--- src/hdl/hbp_pkg.sv ---
// Shared types and constants of the header block parser.
`timescale 1ns / 1ps

package hbp_pkg;

  // The most results one input item may cause; it also caps the key buffer.
  localparam int unsigned MaxResults = 32;

  localparam logic [7:0] ChNul   = 8'h00;
  localparam logic [7:0] ChTab   = 8'h09;
  localparam logic [7:0] ChLf    = 8'h0A;
  localparam logic [7:0] ChCr    = 8'h0D;
  localparam logic [7:0] ChSpace = 8'h20;
  localparam logic [7:0] ChColon = 8'h3A;

  typedef enum logic [2:0] {
    PS_INITIAL = 3'd0,
    PS_KEY     = 3'd1,
    PS_VALUE   = 3'd2,
    PS_NEWLINE = 3'd3,
    PS_ERROR   = 3'd4,
    PS_FINAL   = 3'd5
  } parse_state_e;

  typedef enum logic [1:0] {
    KIND_KEY     = 2'd0,
    KIND_VALUE   = 2'd1,
    KIND_HDR_END = 2'd2,
    KIND_BLK_END = 2'd3
  } out_kind_e;

  // What an accepted item asks of the controller.
  typedef enum logic [1:0] {
    ACT_NONE = 2'd0,
    ACT_ONE  = 2'd1,
    ACT_TWO  = 2'd2,
    ACT_KEYS = 2'd3
  } action_e;

  typedef enum logic [2:0] {
    CS_IDLE    = 3'd0,
    CS_OUT     = 3'd1,
    CS_HDR_OUT = 3'd2,
    CS_KEY_RD  = 3'd3,
    CS_KEY_OUT = 3'd4
  } ctrl_state_e;

  typedef struct packed {
    logic take;
    logic load_blk;
    logic key_rd;
  } dp_cmd_t;

  typedef struct packed {
    action_e act;
    logic    out_last;
  } dp_status_t;

endpackage

--- src/hdl/hbp_ram.sv ---
// Generic single-write, single-read RAM with registered read data.
`timescale 1ns / 1ps

module hbp_ram #(
  parameter int unsigned Width = 8,
  parameter int unsigned Depth = 32,
  localparam int unsigned AddrW = (Depth > 1) ? $clog2(Depth) : 1
) (
  input  logic             clk_i,
  input  logic             we_i,
  input  logic [AddrW-1:0] waddr_i,
  input  logic [Width-1:0] wdata_i,
  input  logic             re_i,
  input  logic [AddrW-1:0] raddr_i,
  output logic [Width-1:0] rdata_o
);

  logic [Width-1:0] mem_q [Depth];
  logic [Width-1:0] rdata_q;

  always_ff @(posedge clk_i) begin
    if (we_i) begin
      mem_q[waddr_i] <= wdata_i;
    end
    if (re_i) begin
      rdata_q <= mem_q[raddr_i];
    end
  end

  assign rdata_o = rdata_q;

endmodule

--- src/hdl/hbp_datapath.sv ---
// Datapath of the header block parser: parse state, flags, key buffer and result register.
`timescale 1ns / 1ps

module hbp_datapath #(
  parameter int unsigned KeyCap = 32,
  localparam int unsigned CntW  = $clog2(KeyCap + 1),
  localparam int unsigned AddrW = (KeyCap > 1) ? $clog2(KeyCap) : 1
) (
  input  logic                 clk_i,
  input  logic                 rst_ni,
  input  logic [7:0]           data_byte_i,
  input  hbp_pkg::dp_cmd_t     cmd_i,
  output hbp_pkg::dp_status_t  status_o,
  output logic [1:0]           out_kind_o,
  output logic [7:0]           out_byte_o,
  output logic                 last_o,
  output logic                 had_errors_o,
  output logic                 had_folding_o,
  output logic                 key_overflow_o
);

  hbp_pkg::parse_state_e ps_q, ps_d;
  logic [CntW-1:0]  cnt_q, cnt_d;
  logic             vs_q, vs_d;
  logic             err_q, err_d;
  logic             fold_q, fold_d;
  logic             ovf_q, ovf_d;
  logic [CntW-1:0]  len_q;
  logic [AddrW-1:0] idx_q;

  hbp_pkg::action_e   act;
  hbp_pkg::out_kind_e res_kind;
  logic [7:0]         res_byte;
  logic               store;
  logic               store_fresh;
  logic               wr_en;
  logic [AddrW-1:0]   wr_addr;
  logic               key_last;

  hbp_pkg::out_kind_e kind_q;
  logic [7:0]         byte_q;
  logic               last_q;
  logic               from_ram_q;
  logic               oerr_q, ofold_q, oovf_q;
  logic [7:0]         ram_rdata;

  // Decode of one byte against the parse state.
  always_comb begin
    logic [CntW-1:0] base;
    ps_d        = ps_q;
    cnt_d       = cnt_q;
    vs_d        = vs_q;
    err_d       = err_q;
    fold_d      = fold_q;
    ovf_d       = ovf_q;
    act         = hbp_pkg::ACT_NONE;
    res_kind    = hbp_pkg::KIND_VALUE;
    res_byte    = data_byte_i;
    store       = 1'b0;
    store_fresh = 1'b0;
    wr_en       = 1'b0;
    wr_addr     = '0;
    base        = '0;
    if (ps_q inside {hbp_pkg::PS_INITIAL, hbp_pkg::PS_KEY, hbp_pkg::PS_VALUE,
                     hbp_pkg::PS_NEWLINE, hbp_pkg::PS_ERROR}) begin
      case (data_byte_i)
        hbp_pkg::ChNul: begin
          err_d = 1'b1;
        end
        hbp_pkg::ChCr: begin
        end
        hbp_pkg::ChLf: begin
          case (ps_q)
            hbp_pkg::PS_INITIAL: begin
              act      = hbp_pkg::ACT_ONE;
              res_kind = hbp_pkg::KIND_BLK_END;
              res_byte = '0;
              ps_d     = hbp_pkg::PS_FINAL;
            end
            hbp_pkg::PS_KEY: begin
              err_d = 1'b1;
              cnt_d = '0;
              ps_d  = hbp_pkg::PS_INITIAL;
            end
            hbp_pkg::PS_VALUE: begin
              ps_d = hbp_pkg::PS_NEWLINE;
            end
            hbp_pkg::PS_NEWLINE: begin
              act      = hbp_pkg::ACT_TWO;
              res_kind = hbp_pkg::KIND_HDR_END;
              res_byte = '0;
              cnt_d    = '0;
              vs_d     = 1'b0;
              ps_d     = hbp_pkg::PS_FINAL;
            end
            default: begin
              cnt_d = '0;
              ps_d  = hbp_pkg::PS_INITIAL;
            end
          endcase
        end
        hbp_pkg::ChSpace, hbp_pkg::ChTab: begin
          case (ps_q)
            hbp_pkg::PS_INITIAL, hbp_pkg::PS_KEY: begin
              cnt_d = '0;
              err_d = 1'b1;
              ps_d  = hbp_pkg::PS_ERROR;
            end
            hbp_pkg::PS_VALUE: begin
              if (vs_q) begin
                act = hbp_pkg::ACT_ONE;
              end
            end
            hbp_pkg::PS_NEWLINE: begin
              fold_d = 1'b1;
              ps_d   = hbp_pkg::PS_VALUE;
              if (vs_q) begin
                act = hbp_pkg::ACT_ONE;
              end
            end
            default: begin
            end
          endcase
        end
        hbp_pkg::ChColon: begin
          case (ps_q)
            hbp_pkg::PS_INITIAL: begin
              err_d = 1'b1;
              ps_d  = hbp_pkg::PS_ERROR;
            end
            hbp_pkg::PS_KEY: begin
              if (cnt_q != '0) begin
                act = hbp_pkg::ACT_KEYS;
              end
              cnt_d = '0;
              vs_d  = 1'b0;
              ps_d  = hbp_pkg::PS_VALUE;
            end
            hbp_pkg::PS_VALUE: begin
              act  = hbp_pkg::ACT_ONE;
              vs_d = 1'b1;
            end
            hbp_pkg::PS_NEWLINE: begin
              // The header end goes out before the error flag is raised.
              act      = hbp_pkg::ACT_ONE;
              res_kind = hbp_pkg::KIND_HDR_END;
              res_byte = '0;
              cnt_d    = '0;
              vs_d     = 1'b0;
              err_d    = 1'b1;
              ps_d     = hbp_pkg::PS_ERROR;
            end
            default: begin
            end
          endcase
        end
        default: begin
          case (ps_q)
            hbp_pkg::PS_INITIAL: begin
              store = 1'b1;
              ps_d  = hbp_pkg::PS_KEY;
            end
            hbp_pkg::PS_KEY: begin
              store = 1'b1;
            end
            hbp_pkg::PS_VALUE: begin
              act  = hbp_pkg::ACT_ONE;
              vs_d = 1'b1;
            end
            hbp_pkg::PS_NEWLINE: begin
              act         = hbp_pkg::ACT_ONE;
              res_kind    = hbp_pkg::KIND_HDR_END;
              res_byte    = '0;
              vs_d        = 1'b0;
              store       = 1'b1;
              store_fresh = 1'b1;
              ps_d        = hbp_pkg::PS_KEY;
            end
            default: begin
            end
          endcase
        end
      endcase
    end
    if (store) begin
      base = store_fresh ? '0 : cnt_q;
      if (base < CntW'(KeyCap)) begin
        wr_en   = 1'b1;
        wr_addr = base[AddrW-1:0];
        cnt_d   = base + CntW'(1);
      end else begin
        ovf_d = 1'b1;
      end
    end
  end

  assign key_last = ((CntW'(idx_q) + CntW'(1)) == len_q);

  always_ff @(posedge clk_i or negedge rst_ni) begin
    if (!rst_ni) begin
      ps_q   <= hbp_pkg::PS_INITIAL;
      cnt_q  <= '0;
      vs_q   <= 1'b0;
      err_q  <= 1'b0;
      fold_q <= 1'b0;
      ovf_q  <= 1'b0;
      len_q  <= '0;
      idx_q  <= '0;
    end else begin
      if (cmd_i.take) begin
        ps_q   <= ps_d;
        cnt_q  <= cnt_d;
        vs_q   <= vs_d;
        err_q  <= err_d;
        fold_q <= fold_d;
        ovf_q  <= ovf_d;
        if (act == hbp_pkg::ACT_KEYS) begin
          len_q <= cnt_q;
          idx_q <= '0;
        end
      end else if (cmd_i.key_rd && !key_last) begin
        idx_q <= idx_q + AddrW'(1);
      end
    end
  end

  // Result register; key bytes come straight from the buffer's read register.
  always_ff @(posedge clk_i) begin
    if (cmd_i.take && (act == hbp_pkg::ACT_ONE || act == hbp_pkg::ACT_TWO)) begin
      kind_q     <= res_kind;
      byte_q     <= res_byte;
      last_q     <= (act == hbp_pkg::ACT_ONE);
      from_ram_q <= 1'b0;
      oerr_q     <= err_q;
      ofold_q    <= fold_d;
      oovf_q     <= ovf_q;
    end else if (cmd_i.load_blk) begin
      kind_q     <= hbp_pkg::KIND_BLK_END;
      byte_q     <= '0;
      last_q     <= 1'b1;
      from_ram_q <= 1'b0;
    end else if (cmd_i.key_rd) begin
      kind_q     <= hbp_pkg::KIND_KEY;
      byte_q     <= '0;
      last_q     <= key_last;
      from_ram_q <= 1'b1;
      oerr_q     <= err_q;
      ofold_q    <= fold_q;
      oovf_q     <= ovf_q;
    end
  end

  hbp_ram #(
    .Width (8),
    .Depth (KeyCap)
  ) u_key_ram (
    .clk_i   (clk_i),
    .we_i    (cmd_i.take && wr_en),
    .waddr_i (wr_addr),
    .wdata_i (data_byte_i),
    .re_i    (cmd_i.key_rd),
    .raddr_i (idx_q),
    .rdata_o (ram_rdata)
  );

  assign status_o.act      = act;
  assign status_o.out_last = last_q;

  assign out_kind_o     = kind_q;
  assign out_byte_o     = from_ram_q ? ram_rdata : byte_q;
  assign last_o         = last_q;
  assign had_errors_o   = oerr_q;
  assign had_folding_o  = ofold_q;
  assign key_overflow_o = oovf_q;

endmodule

--- src/hdl/hbp_controller.sv ---
// Controller of the header block parser: handshakes and result sequencing.
`timescale 1ns / 1ps

module hbp_controller (
  input  logic                clk_i,
  input  logic                rst_ni,
  input  logic                in_valid_i,
  output logic                in_ready_o,
  output logic                out_valid_o,
  input  logic                out_ready_i,
  input  hbp_pkg::dp_status_t status_i,
  output hbp_pkg::dp_cmd_t    cmd_o
);

  hbp_pkg::ctrl_state_e state_q, state_d;

  always_ff @(posedge clk_i or negedge rst_ni) begin
    if (!rst_ni) begin
      state_q <= hbp_pkg::CS_IDLE;
    end else begin
      state_q <= state_d;
    end
  end

  always_comb begin
    state_d     = state_q;
    in_ready_o  = 1'b0;
    out_valid_o = 1'b0;
    cmd_o       = '0;
    case (state_q)
      hbp_pkg::CS_IDLE: begin
        in_ready_o = 1'b1;
        if (in_valid_i) begin
          cmd_o.take = 1'b1;
          case (status_i.act)
            hbp_pkg::ACT_ONE:  state_d = hbp_pkg::CS_OUT;
            hbp_pkg::ACT_TWO:  state_d = hbp_pkg::CS_HDR_OUT;
            hbp_pkg::ACT_KEYS: state_d = hbp_pkg::CS_KEY_RD;
            default:           state_d = hbp_pkg::CS_IDLE;
          endcase
        end
      end
      hbp_pkg::CS_OUT: begin
        out_valid_o = 1'b1;
        if (out_ready_i) begin
          state_d = hbp_pkg::CS_IDLE;
        end
      end
      hbp_pkg::CS_HDR_OUT: begin
        out_valid_o = 1'b1;
        if (out_ready_i) begin
          cmd_o.load_blk = 1'b1;
          state_d        = hbp_pkg::CS_OUT;
        end
      end
      hbp_pkg::CS_KEY_RD: begin
        cmd_o.key_rd = 1'b1;
        state_d      = hbp_pkg::CS_KEY_OUT;
      end
      hbp_pkg::CS_KEY_OUT: begin
        out_valid_o = 1'b1;
        if (out_ready_i) begin
          state_d = status_i.out_last ? hbp_pkg::CS_IDLE : hbp_pkg::CS_KEY_RD;
        end
      end
      default: begin
        state_d = hbp_pkg::CS_IDLE;
      end
    endcase
  end

endmodule

--- src/hdl/header_block_parser_core.sv ---
// Top level of the header block parser: controller, datapath and checks.
`timescale 1ns / 1ps

// The parser takes a mail or HTTP style header block one byte per input item
// and turns it into a tagged stream of result items: key bytes, value bytes,
// a header end marker after each header and a block end marker after the
// empty line that closes the block. CR is ignored, NUL and malformed lines
// raise the sticky error flag, keys longer than the key buffer are cut and
// flagged, and folded continuation lines are kept and flagged. Every result
// carries the three sticky flags as they stand when it is made, and last
// marks the final result of each input byte. The block handles one input
// item at a time. The colon that ends a key is taken first; then each key
// byte is read from the key buffer RAM, whose read data is registered, and
// is shown on the output before the next one is read. After the block end
// marker every byte is taken and dropped until reset. No clearing pass runs
// after reset; the key buffer holds min(KEY_DEPTH, 32) bytes.

module header_block_parser_core #(
  parameter int unsigned KEY_DEPTH = 32
) (
  input  logic       clk_i,
  input  logic       rst_ni,
  input  logic       in_valid_i,
  output logic       in_ready_o,
  input  logic [7:0] data_byte_i,
  output logic       out_valid_o,
  input  logic       out_ready_i,
  output logic [1:0] out_kind_o,
  output logic [7:0] out_byte_o,
  output logic       last_o,
  output logic       had_errors_o,
  output logic       had_folding_o,
  output logic       key_overflow_o
);

  // Keys are buffered up to the parameter depth, never beyond what one item may emit.
  localparam int unsigned KeyCap =
      (KEY_DEPTH < hbp_pkg::MaxResults) ? KEY_DEPTH : hbp_pkg::MaxResults;

  hbp_pkg::dp_cmd_t    cmd;
  hbp_pkg::dp_status_t status;

  // The controller owns the handshakes and walks through multi-result items.
  hbp_controller u_ctrl (
    .clk_i       (clk_i),
    .rst_ni      (rst_ni),
    .in_valid_i  (in_valid_i),
    .in_ready_o  (in_ready_o),
    .out_valid_o (out_valid_o),
    .out_ready_i (out_ready_i),
    .status_i    (status),
    .cmd_o       (cmd)
  );

  // The datapath decodes each byte, keeps the parse state and the key buffer,
  // and holds the result item shown on the output.
  hbp_datapath #(
    .KeyCap (KeyCap)
  ) u_dp (
    .clk_i          (clk_i),
    .rst_ni         (rst_ni),
    .data_byte_i    (data_byte_i),
    .cmd_i          (cmd),
    .status_o       (status),
    .out_kind_o     (out_kind_o),
    .out_byte_o     (out_byte_o),
    .last_o         (last_o),
    .had_errors_o   (had_errors_o),
    .had_folding_o  (had_folding_o),
    .key_overflow_o (key_overflow_o)
  );

`ifndef SYNTHESIS
  // Input is never taken while a result of the previous item is pending.
  assert property (@(posedge clk_i) disable iff (!rst_ni)
      !(in_ready_o && out_valid_o))
    else $error("input ready while a result is pending");

  // Once the last result of an item is taken the block is ready for the next.
  assert property (@(posedge clk_i) disable iff (!rst_ni)
      (out_valid_o && out_ready_i && last_o) |=> in_ready_o)
    else $error("not ready after the last result of an item");

  // More results follow a result that is not the last one.
  assert property (@(posedge clk_i) disable iff (!rst_ni)
      (out_valid_o && out_ready_i && !last_o) |=> !in_ready_o)
    else $error("input taken before all results of an item were sent");

  // Markers carry a zero byte.
  assert property (@(posedge clk_i) disable iff (!rst_ni)
      (out_valid_o && (out_kind_o == hbp_pkg::KIND_HDR_END ||
                       out_kind_o == hbp_pkg::KIND_BLK_END)) |-> (out_byte_o == 8'h00))
    else $error("marker with nonzero byte");

  // The block end marker always closes its item.
  assert property (@(posedge clk_i) disable iff (!rst_ni)
      (out_valid_o && out_kind_o == hbp_pkg::KIND_BLK_END) |-> last_o)
    else $error("block end marker not marked last");
`endif

endmodule

--- config.mk ---
export PLATFORM = sky130hd
export DESIGN_NAME = header_block_parser_core
export DESIGN_NICKNAME = d
export VERILOG_FILES = /design/src/hdl/hbp_pkg.sv /design/src/hdl/hbp_ram.sv /design/src/hdl/hbp_datapath.sv /design/src/hdl/hbp_controller.sv /design/src/hdl/header_block_parser_core.sv
export SDC_FILE = /design/constraint.sdc
export NUM_CORES = 1
export LEC_CHECK = 0
export BUFFER_PORTS_ARGS = -buffer_cell sky130_fd_sc_hd__buf_2
export CAP_MARGIN = 20
export CORE_ASPECT_RATIO = 1.1
export CORE_MARGIN = 2
export CORE_UTILIZATION = 55
export CTS_CLUSTER_SIZE = 30
export DETAILED_ROUTE_END_ITERATION = 10
export GPL_ROUTABILITY_DRIVEN = 0
export PLACE_DENSITY_LB_ADDON = 0.08
export RECOVER_POWER = 25
export SLEW_MARGIN = 20
export SYNTH_ARGS = -nofsm -noshare
export SYNTH_HDL_FRONTEND = slang
export SYNTH_SLANG_ARGS = --single-unit
--- constraint.sdc ---
create_clock -name clk_i -period 4.2 [get_ports clk_i]
set_input_delay 0.84 -clock clk_i [delete_from_list [all_inputs] [get_ports clk_i]]
set_output_delay 0.84 -clock clk_i [all_outputs]
set_load 0.02 [all_outputs]
Word level (Yosys, flattened, before mapping)
Memories as Yosys holds them, arrays and structs flattened. A register that Yosys moved wholly into a read port is not among the register bits.
Cells that the tools add are included.
{"block": "totals", "latchBits": 0, "rom_bits": 0, "out_inout_bits": 16, "ramBits": 256, "in_bits": 12, "mem_count": 1, "elab_cells": 178, "register_bits": 42}
{"name": "u_dp.u_key_ram.mem_q", "words": 32, "word_bits": 8, "rd": 1, "rd_ports_with_merged_regs": 1, "write_ports": 1, "line": "hbp_ram.sv:18", "source": "logic [Width-1:0] mem_q [Depth];"}
{"block": "classes", "add_sub_neg": 3, "multipliers": 0, "shift": 0, "n_div": 0, "n_eq_ne": 30, "mux": 88, "magnitude_cmp": 1, "n_reduce_logical": 36, "bitwise_logic": 3}
{"operator": "$mux W8", "count": 7}
{"operator": "$mux W6", "count": 7}
{"operator": "$mux W1", "count": 38}
{"operator": "$mux W5", "count": 5}
{"operator": "$eq A8 B4 Y1 const B", "count": 3}
{"operator": "$mux W2", "count": 9}
{"operator": "$pmux W3 S2", "count": 3}
{"operator": "$pmux W6 S3", "count": 1}
{"operator": "$reduce_and A6 Y1", "count": 3}
{"operator": "$eq A8 B6 Y1 const B", "count": 2}
{"operator": "$pmux W2 S2", "count": 4}
{"operator": "$pmux W8 S2", "count": 1}
{"operator": "$reduce_or A2 Y1", "count": 8}
{"operator": "$mux W3", "count": 5}
{"operator": "$pmux W3 S5", "count": 1}
{"operator": "$ne A2 B2 Y1 const B", "count": 7}
{"operator": "$eq A3 B2 Y1 const B", "count": 4}
{"operator": "$pmux W3 S4", "count": 1}
{"operator": "$ne A3 B2 Y1 const B", "count": 3}
{"operator": "$logic_not A8 Y1", "count": 1}
{"operator": "$pmux W2 S4", "count": 1}
{"operator": "$reduce_bool A4 Y1", "count": 2}
{"operator": "$add A5 B1 Y6 const B", "count": 1}
{"operator": "$add A6 B1 Y6 const B", "count": 1}
{"operator": "other kinds (27)", "count": 43}

Depth between registers and ports, before layout
Gate-level depths: netlist of the first run.
{"block": "depth", "word_depth": 11, "depth_mapped": 15, "ltp_nobuf": 13}

Hierarchy
From an unflattened synthesis of the first run, not the netlist that was laid out.
{"block": "unflattened", "hier_cells": 704, "hier_area_um2": 12956.2}
{"module": "hbp_ram", "area_each_um2": 10133.5, "n_inst": 1, "cells_each": 417, "seq_area_each_um2": 7927.6}
{"module": "hbp_datapath", "area_each_um2": 2548.7, "n_inst": 1, "cells_each": 257, "seq_area_each_um2": 1041.0}
{"module": "hbp_controller", "area_each_um2": 274.0, "n_inst": 1, "cells_each": 30, "seq_area_each_um2": 75.1}

Worst setup path before layout of the first run
No wires, ideal clock.
{"block": "synth_path", "kind": "input-to-reg", "start": "input port data_byte_i[1]", "end": "register u_dp.byte_q[0] (enable)", "setup_time_ns": 0.327, "t_required_ns": 3.873, "t_arrival_ns": 3.190, "setup_slack_ns": 0.683, "stages": 12, "path_buffers": 2, "path_cell_list": "buf_6 or4_1 buf_2 a21o_2 o21ai_0 a31oi_1 nor2_1 inv_1 ha_1 inv_1 a32oi_1 nand2_1"}
{"block": "synth_via", "elab_chain_len": 8, "elab_cells_between_ends": 15, "cone_classes": "7 x eq/ne; 2 x mux; 6 x reduce/logical"}
{"element": "from (decl)", "line": "header_block_parser_core.sv:25", "source": "input logic [7:0] data_byte_i,"}
{"element": "$eq A8 B6 Y1, or another cell as far along", "line": "hbp_datapath.sv:66", "source": "case (data_byte_i)"}
{"element": "$reduce_or A2 Y1 (on tied branches)"}
{"element": "$pmux W2 S4 (*)", "line": "hbp_datapath.sv:66"}
{"element": "$mux W2 (*)", "line": "hbp_datapath.sv:64", "source": "if (ps_q inside {hbp_pkg::PS_INITIAL, hbp_pkg::PS_KEY, hbp_pkg::PS_VALUE,"}
{"element": "$eq A2 B1 Y1 or $eq A2 B2 Y1 (tied branches)", "line": "hbp_datapath.sv:229", "source": "if (cmd_i.take && (act == hbp_pkg::ACT_ONE || act == hbp_pkg::ACT_TWO)) begin"}
{"element": "$logic_or A1 B1 Y1 (*)", "line": "hbp_datapath.sv:229"}
{"element": "$logic_and A1 B1 Y1 (*)", "line": "hbp_datapath.sv:229"}
{"element": "$reduce_bool A3 Y1 (no line) (*)"}
{"element": "to (signal assigned)", "line": "hbp_datapath.sv:231", "source": "byte_q <= res_byte;"}
{"element": "to (decl)", "line": "hbp_datapath.sv:41", "source": "logic [7:0] byte_q;"}
Every way passes the cells marked *; elsewhere a longest branch is shown, timed or not.
A chain may end at the register's enable or synchronous reset.

Final worst setup path of the first run
{"block": "layout_path", "start": "input port data_byte_i[6]", "end": "register u_dp.byte_q[1], data pin"}
{"block": "layout_via", "elab_chain_len": 8, "elab_cells_between_ends": 18, "cone_classes": "7 x eq/ne; 5 x mux; 6 x reduce/logical"}
{"element": "$eq A8 B6 Y1, or another cell as far along", "line": "hbp_datapath.sv:66"}
{"element": "$reduce_or A2 Y1 (on tied branches)"}
{"element": "$pmux W2 S4", "line": "hbp_datapath.sv:66"}
{"element": "$mux W2", "line": "hbp_datapath.sv:64"}
{"element": "$eq A2 B1 Y1 or $eq A2 B2 Y1 (tied branches)", "line": "hbp_datapath.sv:229"}
{"element": "$logic_or A1 B1 Y1", "line": "hbp_datapath.sv:229"}
{"element": "$logic_and A1 B1 Y1", "line": "hbp_datapath.sv:229"}
{"element": "$mux W8 (*)", "line": "hbp_datapath.sv:229"}
Marked as above.

==> results.sh, run 1 <==
export IMPL_slew_headroom=-0.0297
export IMPL_drt_iter0_markers=614
export IMPL_syn_area_um2=12900
export IMPL_synth_most_common_cell="edfxtp_1"
export IMPL_boundaryPins=28
export IMPL_avgSynthCellArea_um2=18.0
export IMPL_synth_top_area_frac=0.645
export IMPL_cp_max_fo=20
export IMPL_yosys_top_cells_count="edfxtp_1 (278), mux4_2 (80), nor2_1 (61)"
export IMPL_cts_max_path_buffers=3
export IMPL_grt_setup_unrepaired="false"
export IMPL_worstHoldPathType="register to register"
export IMPL_pre_cts_ws_ns=0.284
export IMPL_leakage_nw=4.98
export IMPL_fin_ws_ns=0.604
export IMPL_start_util=0.562
export IMPL_synthToLayoutAreaGrowth_pct=12.9
export IMPL_ctsHoldBuffers=0
export IMPL_cts_clk_slew_worst_paths_ns=0.06
export IMPL_syn_inst=717
export IMPL_antenna_found_initial=6
export IMPL_ys_ff_latch=306
export IMPL_ctsHtreeMaxLevel=1
export IMPL_die_width_um=150
export IMPL_path_buf_inv=4
export IMPL_place_inst=1054
export IMPL_start_kind="input port"
export IMPL_hold_viol_final=0
export IMPL_finalSetupViolCount=0
export IMPL_synth_area_top_cells="edfxtp_1 (65%), mux4_2 (14%), dfrtp_1 (5.2%)"
export IMPL_async_flop_share=0.0882
export IMPL_routedWlPerCell_um=25.3
export IMPL_totalWireLength_mm=28.1
export IMPL_cts_tree="yes"
export IMPL_numCtsBuffers=30
export IMPL_die_area_um2=24800
export IMPL_cts_root_buffer="clkbuf_16"
export IMPL_drc=0
export IMPL_worstPathRequired_ns=4.62
export IMPL_ant_nets=0
export IMPL_cpLargestDelayFamily="simple AND/OR/NAND/NOR gates"
export IMPL_grt_usage=0.239
export IMPL_synth_edf_count=278
export IMPL_row_count=58
export IMPL_drive_gt1_frac=0.296
export IMPL_die_y_um=165
export IMPL_clock_fmax_mhz=278
export IMPL_peakVddDrop_mv=0.353
export IMPL_worstPathCellList="clkbuf_1 > clkbuf_1 > nor4_1 > nand3_1 > o21ai_0 > a31oi_1 > nor2_1 > inv_1 > ha_1 > inv_1 > nand2_1 > a21oi_1 > and2_2"
export IMPL_grt_remaining_overflow=0
export IMPL_io_buffer_count=27
export IMPL_antenna_cells=0
export IMPL_core_area_um2=23000
export IMPL_grt_pass1_vias=7074
export IMPL_worst_setup_path_end_kind="register"
export IMPL_slowest_delay_ns=0.44
export IMPL_routed_via_density=6.26
export IMPL_final_cells=1107
export IMPL_final_nets=804
export IMPL_grt_pass1_wl_mm=43.3
export IMPL_fin_setup_tns_ns=0
export IMPL_cp_slowest_cell="a21oi_1"
export IMPL_whs_ns=0.472
export IMPL_cp_arrival_ns=4.02
export IMPL_grt_start_max_net_pins=43
export IMPL_fin_skew_ns=0.00825
export IMPL_postCtsSetupBuffers=0
export IMPL_power_density_nw_per_um2=426
export IMPL_status="finished, violations left"
export IMPL_crit_type="input port to register"
export IMPL_post_synth_num_cell_types=65
export IMPL_hpwl_mm=18.2
export IMPL_maxSlewViolCount=28
export IMPL_cts_sinks=306
export IMPL_synth_seq_area_share=0.699
export IMPL_synth_nets=735
export IMPL_finalWorstPathRequiredPeriod_ns=3.60
export IMPL_cts_resized=0
export IMPL_drv_cap=1
export IMPL_route_vias_total=6934
export IMPL_yosys_warnings=0
export IMPL_tightest_slew_ns=1.54
export IMPL_period_share=0.856
export IMPL_dr_pass1_iters=6
export IMPL_clock_latency_ns=0.55
export IMPL_yosys_area_top_type="edfxtp_1"
export IMPL_synth_flop_cell="edfxtp_1"
export IMPL_violations="max-capacitance violations, max-slew violations"
## cell usage in the layout, fill, tap and decap left out, types with 9 or more instances in the layout
cell	netlist	final
nand3_1	16	16
clkbuf_16	0	30
mux2_2	23	23
nand2_1	29	29
nor2_1	61	61
inv_1	10	10
o21ai_0	9	9
edfxtp_1	278	278
mux4_2	80	80
buf_2	10	20
dfrtp_1	27	25
buf_4	2	45
clkbuf_1	18	15
a21oi_1	14	14
and2_1	11	11
## routing by layer
layer  routed length, um  vias up  GRT usage
met1               11300     3566      0.337
met4                 696        6     0.0673
met2               14000      291      0.390
met3                2010       50     0.0450
met5                  44        -          0
li1                    -     3021          -
## kinds of logic after synthesis
kind of cell,after synthesis,synth area share
DFF,306,0.699
and+or+nand+nor,170,0.0663
AOI/OAI and AO/OA,66,0.0377
buffers and inverters,52,0.0221
muxes,104,0.160
xor gates and xnor gates,13,0.00880
adders and majority gates,6,0.00580
## sequential cells by signal (all words and copies together) (netlist names), 2 cells and up
register,cells
u_dp.out_kind_o,2
u_dp.u_key_ram.rdata_o,8
u_ctrl.state_q,3
u_dp.ps_q,3
u_dp.u_key_ram.mem_q,256
u_dp.cnt_q,6
u_dp.len_q,6
u_dp.idx_q,5
u_dp.byte_q,8
## per-stage QoR
step	utilization	total power [W]	cell area [um2]
2_1_floorplan	-	0.00347	12900
3_3_place_gp	0.592	0.00355	13600
3_5_place_dp	0.592	0.00355	13600
4_1_cts	0.636	0.00628	14600
5_1_grt	0.635	0.00641	14600
6_report	0.635	0.00623	14600
## worst register-to-register path, stage by stage (launching register included)
cell     delay [ns]
dfrtp_1        0.52
or3_1          0.53
or4_1          0.50
a31oi_1        0.20
nor4_1         0.07
nor2_1         0.27
inv_1          0.11
ha_1           0.31
inv_1          0.08
nand2_1        0.11
a21oi_1        0.44
and2_2         0.23
## where the power goes
group | total, W | switching [W] | leakage, nW | internal, W
logic | 0.000154 | 0.000100 | 1.65 | 0.0000539
clock network | 0.00274 | 0.00108 | 0.502 | 0.00167
registers | 0.00333 | 0.00000773 | 2.84 | 0.00332
total | 0.00623 | 0.00119 | 4.98 | 0.00504
## final timing paths
check                          startpoint                  end  slack, ns  cells past startpoint
min reg2reg                    u_dp.ovf_q  u_dp.key_overflow_o       0.47                      0
min in group asynchronous          rst_ni           u_dp.err_q       0.66                      1
max                        data_byte_i[6]       u_dp.byte_q[1]       0.60                     13
max reg2reg                 u_dp.cnt_q[1]       u_dp.byte_q[1]       0.71                     11
min                            u_dp.ovf_q  u_dp.key_overflow_o       0.47                      0
max in group asynchronous          rst_ni        u_dp.idx_q[0]       2.44                      1
## area by class of cell
| class | instances | area [um2] |
|---|---|---|
| flip-flops and latches | 306 | 9050 |
| fillers | 1588 | 8400 |
| multi-input cells | 359 | 3600 |
| clock buffers | 33 | 762 |
| repair buffers | 79 | 523 |
| well taps | 300 | 375 |
| clock inverters | 20 | 254 |
| inverters | 10 | 37.5 |
Note: power is estimated with default switching activity, not from simulation.
==> run 2, diff against run 1 <==
--- a/config.mk
+++ b/config.mk
@@ -9,12 +9,13 @@
 export CAP_MARGIN = 20
 export CORE_ASPECT_RATIO = 1.1
 export CORE_MARGIN = 2
-export CORE_UTILIZATION = 55
+export CORE_UTILIZATION = 26
 export CTS_CLUSTER_SIZE = 30
 export DETAILED_ROUTE_END_ITERATION = 10
 export GPL_ROUTABILITY_DRIVEN = 0
 export PLACE_DENSITY_LB_ADDON = 0.08
 export RECOVER_POWER = 25
+export REMOVE_ABC_BUFFERS = 1
 export SLEW_MARGIN = 20
 export SYNTH_ARGS = -nofsm -noshare
 export SYNTH_HDL_FRONTEND = slang
==> run 2 against run 1 <==
- the flow still finishes with violations (max-capacitance violations, max-slew violations)
- routed wire length increased by 26%
- setup slack improved by 0.037 ns
- via count decreased by 0.65%
- count of clock-buffer cells in the layout increased by 17
- maximum frequency increased by 1.0%
- global-route usage decreased by 10 points
- non-clock buffer count increased by 3
- hold slack got worse by 0.020 ns
- die area increased by 110%
- register-to-register slack improved by 0.11 ns
- clock power increased by 6%
- design area increased by 3.6%
- highest routed layer is now met4
==> results.sh, run 2 (synthesis results as in run 1) <==
export IMPL_routed_via_density=4.68
export IMPL_cts_root_buffer="clkbuf_16"
export IMPL_io_buffer_count=27
export IMPL_worstPathRequired_ns=4.44
export IMPL_drv_cap=2
export IMPL_grt_remaining_overflow=0
export IMPL_cp_max_fo=28
export IMPL_grt_usage=0.140
export IMPL_min_path_cells=0
export IMPL_totalWireLength_mm=35.3
export IMPL_cts_tree="yes"
export IMPL_worstPathCellList="clkbuf_1 > clkbuf_1 > nor3b_1 > o221ai_1 > and4b_2 > a21boi_0 > buf_4"
export IMPL_leakage_nw=5.03
export IMPL_drc=0
export IMPL_start_util=0.264
export IMPL_route_vias_total=6889
export IMPL_die_y_um=238
export IMPL_fin_skew_ns=0.0248
export IMPL_numCtsBuffers=36
export IMPL_finalSetupViolCount=0
export IMPL_peakVddDrop_mv=0.214
export IMPL_drive_gt1_frac=0.298
export IMPL_ctsHtreeMaxLevel=2
export IMPL_core_area_um2=49000
export IMPL_antenna_found_initial=3
export IMPL_slowest_delay_ns=1.09
export IMPL_start_kind="input port"
export IMPL_hold_viol_final=0
export IMPL_mostFrequentLayoutCell="edfxtp_1"
export IMPL_drt_iter0_markers=519
export IMPL_top_register="u_dp.u_key_ram.mem_q"
export IMPL_worstHoldPathType="register to register"
export IMPL_cts_max_path_buffers=3
export IMPL_power_frac_clock=0.454
export IMPL_path_buf_inv=3
export IMPL_worst_path_stages=7
export IMPL_ant_nets=0
export IMPL_cts_clk_slew_worst_paths_ns=0.05
export IMPL_dr_pass1_iters=6
export IMPL_clock_fmax_mhz=281
export IMPL_slew_headroom=-0.0935
export IMPL_final_cell_mix="edfxtp_1 (278), mux4_2 (80), nor2_1 (61)"
export IMPL_worstRegToRegCells=11
export IMPL_clock_latency_ns=0.56
export IMPL_routedWlPerCell_um=24.0
export IMPL_hpwl_mm=22.8
export IMPL_grt_pass1_vias=7245
export IMPL_p_comb_frac=0.026
export IMPL_design_area_um2=15100
export IMPL_period_share=0.847
export IMPL_maxSlewViolCount=62
export IMPL_boundaryPins=28
export IMPL_final_util=0.309
export IMPL_status="finished, violations left"
export IMPL_synthToLayoutAreaGrowth_pct=17.0
export IMPL_crit_type="input port to register"
export IMPL_final_nets=813
export IMPL_row_count=85
export IMPL_netSwitchingPower_w=0.00135
export IMPL_cp_slowest_cell="clkbuf_1"
export IMPL_violations="max-capacitance violations, max-slew violations"
export IMPL_die_width_um=217
export IMPL_grt_pass1_wl_mm=51.8
export IMPL_tightest_slew_ns=1.64
export IMPL_largest_reg_flops=256
export IMPL_cts_resized=0
export IMPL_crit_top_cell="clkbuf_1"
export IMPL_internal_power_w=0.00505
export IMPL_cts_sinks=306
export IMPL_power_density_nw_per_um2=423
export IMPL_cpLargestDelayFamily="buffers and inverters"
export IMPL_seqPwrFrac=0.520
export IMPL_p_sw_frac=0.211
export IMPL_grt_setup_unrepaired="false"
export IMPL_dpl_cell_area_um2=14100
export IMPL_worst_setup_path_end_kind="register"
export IMPL_grt_start_max_net_pins=43
export IMPL_die_area_um2=51500
export IMPL_cp_arrival_ns=3.80
export IMPL_ctsHoldBuffers=0
export IMPL_postCtsSetupBuffers=0
export IMPL_finalWorstPathRequiredPeriod_ns=3.56
==> run 2: power groups by stage <==
| stage | clock (W) | sequential [W] | combinational, W |
|---|---|---|---|
| finish | 0.00290 | 0.00333 | 0.000167 |
| global route | 0.00313 | 0.00333 | 0.000183 |
| CTS | 0.00301 | 0.00333 | 0.000177 |
| detailed placement | 0 | 0.00339 | 0.000177 |
| global placement | 0 | 0.00339 | 0.000173 |
| floorplan | 0 | 0.00340 | 0.0000595 |
==> run 2: final timing paths <==
path | start | endpoint | slack, ns
max | data_byte_i[2] | u_dp.u_key_ram.mem_q[0][7] | 0.64
min | u_dp.err_q | u_dp.had_errors_o | 0.45
max reg2reg | u_dp.cnt_q[3] | u_dp.byte_q[1] | 0.82
min reg2reg | u_dp.err_q | u_dp.had_errors_o | 0.45
max in group asynchronous | rst_ni | u_dp.idx_q[0] | 2.32
min in group asynchronous | rst_ni | u_ctrl.state_q[2] | 0.71
==> run 2: per-stage QoR <==
stage	std cells	hold WS [ns]	setup WS [ns]	setup TNS (ns)	power (W)
5_1_grt	1472	0.490	0.289	0	0.00664
3_3_place_gp	1409	0.446	0.467	0	0.00356
2_1_floorplan	675	0.426	-0.128	-1.07	0.00346
3_5_place_dp	1409	0.443	0.334	0	0.00357
4_1_cts	1471	0.345	0.764	0	0.00652
6_report	1472	0.452	0.641	0	0.00640
==> run 2: final cells by class <==
class	count	area (um2)
antenna	1	2.50
tap	652	816
sequential	306	9050
inverter	10	37.5
fill	4786	33900
clock inverter	12	108
timing repair buffer	82	551
multi-input combinational	359	3610
clock buffer	50	963
==> run 2: worst reg2reg max path: cells and delay by family (launching register included) <==
| kind | cells | cell delay, ns |
|---|---|---|
| compound gates | 2 | 0.68 |
| fa+ha+maj | 1 | 0.30 |
| buf+inv | 2 | 0.18 |
| flops | 1 | 0.51 |
| simple gates | 6 | 1.59 |
==> run 2: layer usage <==
layer  up-vias  part of all wire  track usage
met5         -                 0            0
met4         0             0.019       0.0415
met3        44             0.036       0.0204
met2       177              0.50        0.233
met1      3632              0.45        0.188
li1       3036                 -            -
==> run 3, diff against run 2 <==
==> constraint.sdc (replaced) <==
create_clock -name clk_i -period 3.2 [get_ports clk_i]
set_input_delay 0.64 -clock clk_i [delete_from_list [all_inputs] [get_ports clk_i]]
set_output_delay 0.64 -clock clk_i [all_outputs]
set_load 0.02 [all_outputs]
==> run 3 against run 2 <==
- the run still ends with max-capacitance violations, max-slew violations left
- non-clock buffer count rose by 36
- sequential share of layout area fell by 1.2 points
- highest routed layer is now met5
- clock power rose by 30%
- sequential cell count did not move
- first-iteration DRC count rose by 31%
- clock skew fell by 0.0054 ns
- critical path type unchanged
- sequential power rose by 31%
- count of clock-buffer cells in the layout fell by 2
- via count rose by 1.3%
==> results.sh, run 3 (synthesis results as in run 1) <==
export IMPL_status="finished, violations left"
export IMPL_violations="max-capacitance violations, max-slew violations"
export IMPL_period_share=0.920
export IMPL_postCtsSetupBuffers=0
export IMPL_final_cells=1508
export IMPL_drive_gt1_frac=0.320
export IMPL_clock_fmax_mhz=340
export IMPL_die_area_um2=51500
export IMPL_finalSetupViolCount=0
export IMPL_cts_tree="yes"
export IMPL_internal_power_w=0.00667
export IMPL_grt_remaining_overflow=0
export IMPL_ctsHtreeMaxLevel=2
export IMPL_row_count=85
export IMPL_final_cell_mix="edfxtp_1 (278), mux4_2 (80), buf_4 (76)"
export IMPL_r2r_start="u_dp.cnt_q[0]"
export IMPL_fin_setup_tns_ns=0
export IMPL_place_inst=1445
export IMPL_worstPathRequired_ns=3.42
export IMPL_boundaryPins=28
export IMPL_maxSlewViolCount=62
export IMPL_routedWlPerCell_um=22.8
export IMPL_cts_clk_slew_worst_paths_ns=0.05
export IMPL_die_y_um=238
export IMPL_dr_pass1_iters=5
export IMPL_crit_type="input port to register"
export IMPL_antenna_found_initial=2
export IMPL_cts_sinks=306
export IMPL_cts_max_path_buffers=3
export IMPL_ant_nets=0
export IMPL_grt_start_max_net_pins=37
export IMPL_grt_pass1_vias=7292
export IMPL_fillers=4753
export IMPL_cp_arrival_ns=3.17
export IMPL_tightest_slew_ns=1.68
export IMPL_cts_resized=0
export IMPL_die_width_um=217
export IMPL_grt_usage=0.136
export IMPL_startpoint="data_byte_i[2]"
export IMPL_final_nets=848
export IMPL_clock_latency_ns=0.54
export IMPL_peakVddDrop_mv=0.288
export IMPL_multiInputGateArea_um2=3610
export IMPL_p_comb_frac=0.028
export IMPL_core_area_um2=49000
export IMPL_largest_reg_flops=256
export IMPL_totalWireLength_mm=34.3
export IMPL_grt_pass1_wl_mm=50.5
export IMPL_drt_iter0_markers=679
export IMPL_start_util=0.264
export IMPL_synthToLayoutAreaGrowth_pct=19.5
export IMPL_routed_via_density=4.63
export IMPL_hold_viol_final=0
export IMPL_cts_root_buffer="clkbuf_16"
export IMPL_top_register="u_dp.u_key_ram.mem_q"
export IMPL_seq_area_um2=9050
export IMPL_power_w=0.00839
export IMPL_leakage_nw=5.21
export IMPL_netSwitchingPower_w=0.00171
export IMPL_p_sw_frac=0.204
export IMPL_power_frac_clock=0.451
export IMPL_final_util=0.315
export IMPL_io_buffer_count=27
export IMPL_ctsHoldBuffers=0
export IMPL_seqPwrFrac=0.521
export IMPL_power_density_nw_per_um2=543
export IMPL_slew_headroom=-0.118
export IMPL_drv_cap=3
export IMPL_worst_setup_path_end_kind="register"
export IMPL_cp_max_fo=30
export IMPL_min_from="u_dp.err_q"
export IMPL_grt_setup_unrepaired="false"
export IMPL_hpwl_mm=23.4
export IMPL_antenna_cells=0
export IMPL_drc=0
export IMPL_worstHoldPathType="register to register"
export IMPL_route_vias_total=6976
export IMPL_fin_skew_ns=0.0194
export IMPL_numCtsBuffers=35
export IMPL_ff2ff_setup_slack_ns=0.32
export IMPL_finalWorstPathRequiredPeriod_ns=2.94
export IMPL_mostFrequentLayoutCell="edfxtp_1"
export IMPL_start_kind="input port"
-- run 3: cell types whose count changed in the layout (fill, tap and decap cells not counted), moves of 3 or more --
cell,delta
buf_4,+27
buf_12,+5
clkbuf_1,+4
clkinv_1,+3
-- run 3: metrics by stage --
step / area (um2) / worst slack (ns) / hold WS (ns)
after global routing: 15500 / 0.0748 / 0.487
after detailed placement: 14400 / -0.0473 / 0.461
final: 15500 / 0.257 / 0.463
after global placement: 14400 / -0.0119 / 0.460
after CTS: 15500 / 0.312 / 0.130
after floorplan: 12700 / -1.13 / 0.344
-- run 3: layout make-up --
type / instances / area share
timing repair buffer: 118 / 0.0561
clock inverter: 15 / 0.00834
multi-input combinational: 359 / 0.234
inverter: 10 / 0.00243
tap: 652 / 0.0528
clock buffer: 48 / 0.0612
sequential: 306 / 0.585
-- run 3: critical path, stage by stage --
cell	delay [ns]
clkbuf_1	0.19
clkbuf_1	1.10
nor3b_1	0.13
o221ai_1	0.32
and4b_2	0.35
a21boi_0	0.20
buf_4	0.22
-- run 3: routing by layer --
metal	vias up	track usage	part of all wire
met5	-	0	0.00038
met4	2	0.0357	0.021
met3	58	0.0264	0.038
met2	152	0.228	0.49
met1	3645	0.180	0.45
li1	3119	-	-
-- run 3: power groups by stage --
| stage | clock network [W] | logic [W] | registers, W |
|---|---|---|---|
| floorplan | 0 | 0.0000781 | 0.00446 |
| global placement | 0 | 0.000247 | 0.00445 |
| detailed placement | 0 | 0.000253 | 0.00445 |
| CTS | 0.00393 | 0.000253 | 0.00436 |
| global route | 0.00406 | 0.000258 | 0.00436 |
| finish | 0.00378 | 0.000237 | 0.00437 |
-- run 3: worst paths after layout --
check,end,depth (start not counted)
worst max-delay path,u_dp.u_key_ram.mem_q[0][6],7
worst min-delay path,u_dp.had_errors_o,0
worst max register to register,u_dp.byte_q[1],12
worst min register to register,u_dp.had_errors_o,0
max in group asynchronous,u_dp.idx_q[0],1
min in group asynchronous,u_ctrl.state_q[1],1
